File: src/rtl/prq_pkg.sv
// Shared types and constants for the priority ready queue.
package prq_pkg;

  localparam int unsigned QueueDepth = 16;
  localparam int unsigned IdxW       = $clog2(QueueDepth);
  localparam int unsigned CntW       = $clog2(QueueDepth + 1);

  typedef enum logic [1:0] {
    OP_ENQUEUE = 2'd0,
    OP_DEQUEUE = 2'd1,
    OP_PURGE   = 2'd2,
    OP_NOP     = 2'd3
  } op_e;

  typedef enum logic [1:0] {
    ST_OK        = 2'd0,
    ST_FULL      = 2'd1,
    ST_EMPTY     = 2'd2,
    ST_NOT_FOUND = 2'd3
  } status_e;

  typedef struct packed {
    logic [1:0] op;
    logic [7:0] proc_id;
    logic [7:0] priority_req;
  } in_t;

  typedef struct packed {
    logic [1:0] status;
    logic [7:0] out_id;
    logic [7:0] out_priority;
    logic [4:0] entry_count;
  } out_t;

  // One stored entry.
  typedef struct packed {
    logic [7:0] id;
    logic [7:0] prio;
  } entry_t;

  // Access from the sequencer to the entry store.
  typedef struct packed {
    logic            we;
    logic [IdxW-1:0] waddr;
    entry_t          wdata;
    logic [IdxW-1:0] raddr;
  } store_req_t;

endpackage

File: src/rtl/priority_ready_queue_top.sv
// Priority ready queue: sequencer, scan/compact loop and output register.
//
//  channel | direction | handshake            | payload
//  --------+-----------+----------------------+--------------------------
//  in      | to block  | in_valid_i/in_stall_o | in_data_i  (prq_pkg::in_t)
//  out     | from block| out_valid_o/out_stall_i| out_data_o (prq_pkg::out_t)
//
//  Enqueue (stored or full), no-op and an empty dequeue go straight to DONE;
//  a purge on an empty queue passes through SCAN first. Dequeue and purge
//  walk the store through its single read port, one entry a cycle: a scan
//  over the entries held (a purge ends it after its match), then a close-up
//  pass that moves each later entry down one place.
//  Reset empties the queue at once (count cleared); the store needs no clear.
//  The output register holds a result while out_stall_i is high; the next
//  transaction may be taken meanwhile, and its result waits in DONE.
module priority_ready_queue_top (
  input  logic          clk_i,
  input  logic          rst_ni,
  input  logic          in_valid_i,
  output logic          in_stall_o,
  input  prq_pkg::in_t  in_data_i,
  output logic          out_valid_o,
  input  logic          out_stall_i,
  output prq_pkg::out_t out_data_o
);
  import prq_pkg::*;

  typedef enum logic [3:0] {
    S_IDLE  = 4'b0001,
    S_SCAN  = 4'b0010,
    S_SHIFT = 4'b0100,
    S_DONE  = 4'b1000
  } state_e;

  state_e state_q, state_d;

  // captured transaction
  op_e        op_q, op_d;
  logic [7:0] pid_q, pid_d;

  // queue fill level
  logic [CntW-1:0] cnt_q, cnt_d;

  // read pointer and the tag of the entry in flight
  logic [CntW-1:0] rd_idx_q, rd_idx_d;
  logic            rd_vld_q, rd_vld_d;
  logic [IdxW-1:0] cmp_idx_q, cmp_idx_d;

  // best / matching entry so far
  logic [IdxW-1:0] best_idx_q, best_idx_d;
  entry_t          best_q, best_d;
  logic            found_q, found_d;
  status_e         st_q, st_d;

  logic       out_vld_q, out_vld_d;
  out_t       out_q, out_d;

  store_req_t req;
  entry_t     rdata;

  logic issue, take, match, out_free;

  prq_store u_store (
    .clk_i  (clk_i),
    .req_i  (req),
    .rdata_o(rdata)
  );

  assign out_free    = !out_vld_q || !out_stall_i;
  assign in_stall_o  = (state_q != S_IDLE);
  assign out_valid_o = out_vld_q;
  assign out_data_o  = out_q;

  // Dequeue keeps the strictly smaller priority, so ties stay with the earliest.
  assign take  = rd_vld_q && ((cmp_idx_q == '0) || (rdata.prio < best_q.prio));
  assign match = rd_vld_q && !found_q && (rdata.id == pid_q);

  always_comb begin
    state_d    = state_q;
    op_d       = op_q;
    pid_d      = pid_q;
    cnt_d      = cnt_q;
    rd_idx_d   = rd_idx_q;
    rd_vld_d   = 1'b0;
    cmp_idx_d  = rd_idx_q[IdxW-1:0];
    best_idx_d = best_idx_q;
    best_d     = best_q;
    found_d    = found_q;
    st_d       = st_q;
    out_vld_d  = out_vld_q && out_stall_i;
    out_d      = out_q;
    issue      = 1'b0;

    req.we    = 1'b0;
    req.waddr = cnt_q[IdxW-1:0];
    req.wdata = '0;
    req.raddr = rd_idx_q[IdxW-1:0];

    case (state_q)
      S_IDLE: begin
        if (in_valid_i) begin
          op_d     = op_e'(in_data_i.op);
          pid_d    = in_data_i.proc_id;
          rd_idx_d = '0;
          found_d  = 1'b0;
          best_d   = '0;
          best_idx_d = '0;
          st_d     = ST_OK;
          state_d  = S_DONE;
          case (op_e'(in_data_i.op))
            OP_ENQUEUE: begin
              if (cnt_q == CntW'(QueueDepth)) begin
                st_d = ST_FULL;
              end else begin
                req.we    = 1'b1;
                req.wdata = '{id: in_data_i.proc_id, prio: in_data_i.priority_req};
                cnt_d     = cnt_q + CntW'(1);
              end
            end
            OP_DEQUEUE: begin
              if (cnt_q == '0) begin
                st_d = ST_EMPTY;
              end else begin
                state_d = S_SCAN;
              end
            end
            OP_PURGE: state_d = S_SCAN;
            default:  st_d = ST_OK;
          endcase
        end
      end

      S_SCAN: begin
        if (op_q == OP_DEQUEUE) begin
          if (take) begin
            best_d     = rdata;
            best_idx_d = cmp_idx_q;
          end
          issue = (rd_idx_q < cnt_q);
        end else begin
          if (match) begin
            best_d     = rdata;
            best_idx_d = cmp_idx_q;
            found_d    = 1'b1;
          end
          issue = (rd_idx_q < cnt_q) && !found_q && !match;
        end
        if (issue) begin
          rd_vld_d = 1'b1;
          rd_idx_d = rd_idx_q + CntW'(1);
        end
        if (!rd_vld_q && (found_q || rd_idx_q == cnt_q)) begin
          if (op_q == OP_DEQUEUE || found_q) begin
            rd_idx_d = CntW'(best_idx_q) + CntW'(1);
            state_d  = S_SHIFT;
          end else begin
            st_d     = ST_NOT_FOUND;
            best_d   = '0;
            state_d  = S_DONE;
          end
        end
      end

      S_SHIFT: begin
        // read entry k+1, write the registered read data to k
        if (rd_idx_q < cnt_q) begin
          rd_vld_d = 1'b1;
          rd_idx_d = rd_idx_q + CntW'(1);
        end
        if (rd_vld_q) begin
          req.we    = 1'b1;
          req.waddr = cmp_idx_q - IdxW'(1);
          req.wdata = rdata;
        end
        if (!rd_vld_q && rd_idx_q == cnt_q) begin
          cnt_d   = cnt_q - CntW'(1);
          st_d    = ST_OK;
          state_d = S_DONE;
        end
      end

      S_DONE: begin
        if (out_free) begin
          out_vld_d          = 1'b1;
          out_d.status       = st_q;
          out_d.out_id       = best_q.id;
          out_d.out_priority = best_q.prio;
          out_d.entry_count  = 5'(cnt_q);
          state_d            = S_IDLE;
        end
      end

      default: state_d = S_IDLE;
    endcase
  end

  always_ff @(posedge clk_i or negedge rst_ni) begin
    if (!rst_ni) begin
      state_q   <= S_IDLE;
      cnt_q     <= '0;
      rd_vld_q  <= 1'b0;
      out_vld_q <= 1'b0;
      found_q   <= 1'b0;
    end else begin
      state_q   <= state_d;
      cnt_q     <= cnt_d;
      rd_vld_q  <= rd_vld_d;
      out_vld_q <= out_vld_d;
      found_q   <= found_d;
    end
  end

  always_ff @(posedge clk_i) begin
    op_q       <= op_d;
    pid_q      <= pid_d;
    rd_idx_q   <= rd_idx_d;
    cmp_idx_q  <= cmp_idx_d;
    best_idx_q <= best_idx_d;
    best_q     <= best_d;
    st_q       <= st_d;
    out_q      <= out_d;
  end

endmodule

File: src/rtl/prq_store.sv
// Entry store: one write port, one read port with registered read data.
module prq_store (
  input  logic               clk_i,
  input  prq_pkg::store_req_t req_i,
  output prq_pkg::entry_t    rdata_o
);
  import prq_pkg::*;

  entry_t mem [QueueDepth];
  entry_t rdata_q;

  always_ff @(posedge clk_i) begin
    if (req_i.we) begin
      mem[req_i.waddr] <= req_i.wdata;
    end
    rdata_q <= mem[req_i.raddr];
  end

  assign rdata_o = rdata_q;

endmodule

File: config.mk
export PLATFORM = sky130hd
export DESIGN_NAME = priority_ready_queue_top
export DESIGN_NICKNAME = d
export VERILOG_FILES = /design/src/rtl/prq_pkg.sv /design/src/rtl/priority_ready_queue_top.sv /design/src/rtl/prq_store.sv
export SDC_FILE = /design/constraint.sdc
export NUM_CORES = 1
export LEC_CHECK = 0
export ABC_AREA = 1
export BUFFER_PORTS_ARGS = -buffer_cell sky130_fd_sc_hd__buf_2
export CAP_MARGIN = 5
export CORE_MARGIN = 2
export CORE_UTILIZATION = 45
export CTS_CLUSTER_DIAMETER = 120
export CTS_CLUSTER_SIZE = 8
export DETAILED_ROUTE_END_ITERATION = 12
export GPL_TIMING_DRIVEN = 1
export PLACE_DENSITY = 0.6
export SETUP_SLACK_MARGIN = 0.5
export SLEW_MARGIN = 5
export SYNTH_ARGS = -nofsm -noshare
export SYNTH_HDL_FRONTEND = slang
export SYNTH_SLANG_ARGS = --single-unit
File: constraint.sdc
create_clock -name clk_i -period 7.6 [get_ports clk_i]
set_clock_uncertainty 0.1 [all_clocks]
set_input_delay 0.76 -clock clk_i [delete_from_list [all_inputs] [get_ports clk_i]]
set_output_delay 0.76 -clock clk_i [all_outputs]
set_load 0.1 [all_outputs]
==> metrics.txt <==
outcome=finished clean; Required @ worst endpoint=7670 ps; Yosys reg bits=348; routed via count=10100; Tot Pwr=6.65 mW; post-route minimum period=3310 ps; post-synthesis sequential area ratio=0.683; # IOs=47; largest net degree at the start of global routing=92; placed cell area=15500 um^2; IR Drop Worst-Case VDD=0.179 mV; Post-synth ARST share=0.0345; design area=16900 um^2; Cells after DPL=1728; DRC errors left=0; starting density of the core=0.458; Routed wire per std cell=21.4 um; setup bufs post-CTS=0; initial antenna violation count=0; PwrDens=393 nW/um^2; Netlist cell types=47; Setup WS post-layout=4290 ps; H-tree levels=2; post_cts resized=0; gpl congestion=0.950; Pre-Repair DR Iteration Count=6; antenna viol nets, final=0; top sig layer=met4; nets=1383; detailed placement HPWL=25000 um; HP Class=primary input to register; YS warnings=0; port bufs=46; wire length on met3=3310 um; Synth Flop Type=edfxtp_1; Worst setup EP type=register; Clock transition at path regs=60 ps; crit path from=state_q[1]$_DFFE_PN0P_; grt total ovfl=0; post-synthesis cell area=14900 um^2; commonest cells after routing, fill and taps aside=edfxtp_1, o21ai_0, nor2_1, nand2_1, inv_1; Synth-to-Final Area Change=13.4%; Setup Slack @ Placement=4070 ps; total wire length=38600 um; commonest non-fill, non-tap cell in the layout=edfxtp_1; worst hold path startpoint=in_data_i[8]; Critical Path Slowest Stage Cell=nor2_2; kind of critical path=register to register; Layout fillers=2747; slew margin rel.=0.193; Finish-stage setup viols=0; Num CTS Buffers=49; initial drt markers=1228; # Max-Cap Violations=0; final hold vios=0; CTS Root Cell=clkbuf_16; fin crit share=0.435; worst-path maximum fanout=16; final std cells w/o fill=1801; Crit Reg-Reg Startpoint=state_q[1]$_DFFE_PN0P_; Mapped Nets=1337; share of cells above drive strength 1=0.126; Critical Path Start Type=register; CP arrival=3380 ps; clk_lat worst skew=550 ps; syn avg cell area=11.6 um^2; Achievable Freq=302 MHz; clk buf depth=3; met2 wire length=17600 um; # rows=66; GRT Total Usage=0.226; vias in the first global route=9413; Via-to-Cell Ratio=5.62; first-pass GRT wire length=58400 um; CP cell instances=nor2_1 -> nand3_2 -> nor2_4 -> inv_2 -> nand2_1 -> o21ai_1 -> inv_1 -> nand3_1 -> nor2_2; Lkg Pwr=6.16 nW; RSZ-0062 raised after global routing=false; max incr delay on CP=840 ps; setup TNS=0 ps; number of flops mapped to enable cells by yosys=316; Core Area=32600 um^2; DIE WIDTH=186 um; die area=34700 um^2; Antenna diodes=0; Syn Inst Count=1292; CTS tree=done; Die Y=186 um; Slew @ Worst Pin=1210 ps; fin. max-slew vios=0; CTS sink count=348; routed metal-1 wire length=16800 um; Hold WS=318 ps; fin util=0.519
synthesized netlist by cell type (3+ instances only):
cell type  number  share of area
o22ai_1        75          0.031
a22oi_1         5         0.0025
nand2_2         7         0.0029
a21oi_2         3         0.0018
xnor2_1         4         0.0023
a32o_1         11         0.0074
buf_4           5         0.0025
nor2_4          3         0.0023
dfxtp_1        20          0.027
o21ai_2         5         0.0029
buf_2          17         0.0057
edfxtp_1      316           0.64
o31ai_1         3         0.0015
nor2_1        188          0.047
a21oi_1        23         0.0077
ha_1           22          0.018
dfrtp_1        11          0.018
inv_1          88          0.022
inv_2          10         0.0025
nor2_2          3         0.0013
o21ai_0       179          0.060
o21ai_1         7         0.0023
clkbuf_1       40          0.010
nand2_1       137          0.034
xor2_1          9         0.0053
nand3_1        74          0.025
kinds of logic (layout without fill, tap and decap cells):
logic type,after synthesis,after routing,share of synthesized area
flops,348,348,0.683
compound gates,318,318,0.121
xor+xnor,13,13,0.00763
simple gates,424,424,0.122
fa+ha+maj,23,23,0.0198
buf+inv,166,233,0.0463
worst max-delay path, delay by kind of cell, from the launching register on:
family	cells	cell delay (ps)
simple gates	6	1980
flops	1	410
buf+inv	2	300
compound gates	1	130
what timing repair did:
item	CTS	global route
hold endpoints to repair	11	0
hold buffers	1	0
setup endpoints to repair	0	0
state kept, by name, indices dropped and copies added (netlist names), 4 cells and up:
signal           flops
u_store.mem        256
pid_q                8
state_q              4
cnt_q                5
rd_idx_q             5
out_data_o          23
best_q              16
u_store.rdata_o     16
best_idx_q           4
cmp_idx_q            4
power breakdown:
| group | internal (mW) | leakage [nW] | total (mW) | switching (mW) |
|---|---|---|---|---|
| combinational | 0.558 | 2.39 | 2.16 | 1.61 |
| clock | 1.21 | 0.661 | 1.98 | 0.769 |
| sequential | 2.34 | 3.11 | 2.51 | 0.170 |
worst paths after layout:
path	end	slack, ps	depth (start not counted)
worst max-delay path	u_store.mem[10][9]$_DFFE_PP_	4290	9
worst min-delay path	pid_q[0]$_DFFE_PP_	320	1
worst max register to register	u_store.mem[10][9]$_DFFE_PP_	4290	9
worst min register to register	out_data_o[21]$_DFFE_PP_	320	0
max in group asynchronous	state_q[0]$_DFFE_PN1P_	6580	2
min in group asynchronous	cnt_q[2]$_DFFE_PN0P_	540	2
cell type report:
cell class	instances	area (um^2)	share of cell area
flip-flops and latches	348	10200	0.602
multi-input cells	778	4090	0.242
clock buffers	69	1300	0.0769
well taps	442	553	0.0327
inverters	100	377	0.0222
repair buffers	61	345	0.0204
clock inverters	3	70.1	0.00414
routing by layer:
layer  vias to the layer above  track usage
met3                        66       0.0401
met5                         -            0
met2                       457        0.352
met1                      4909        0.328
met4                         0       0.0639
li1                       4694            -
Power figures use the tool's default switching activity.
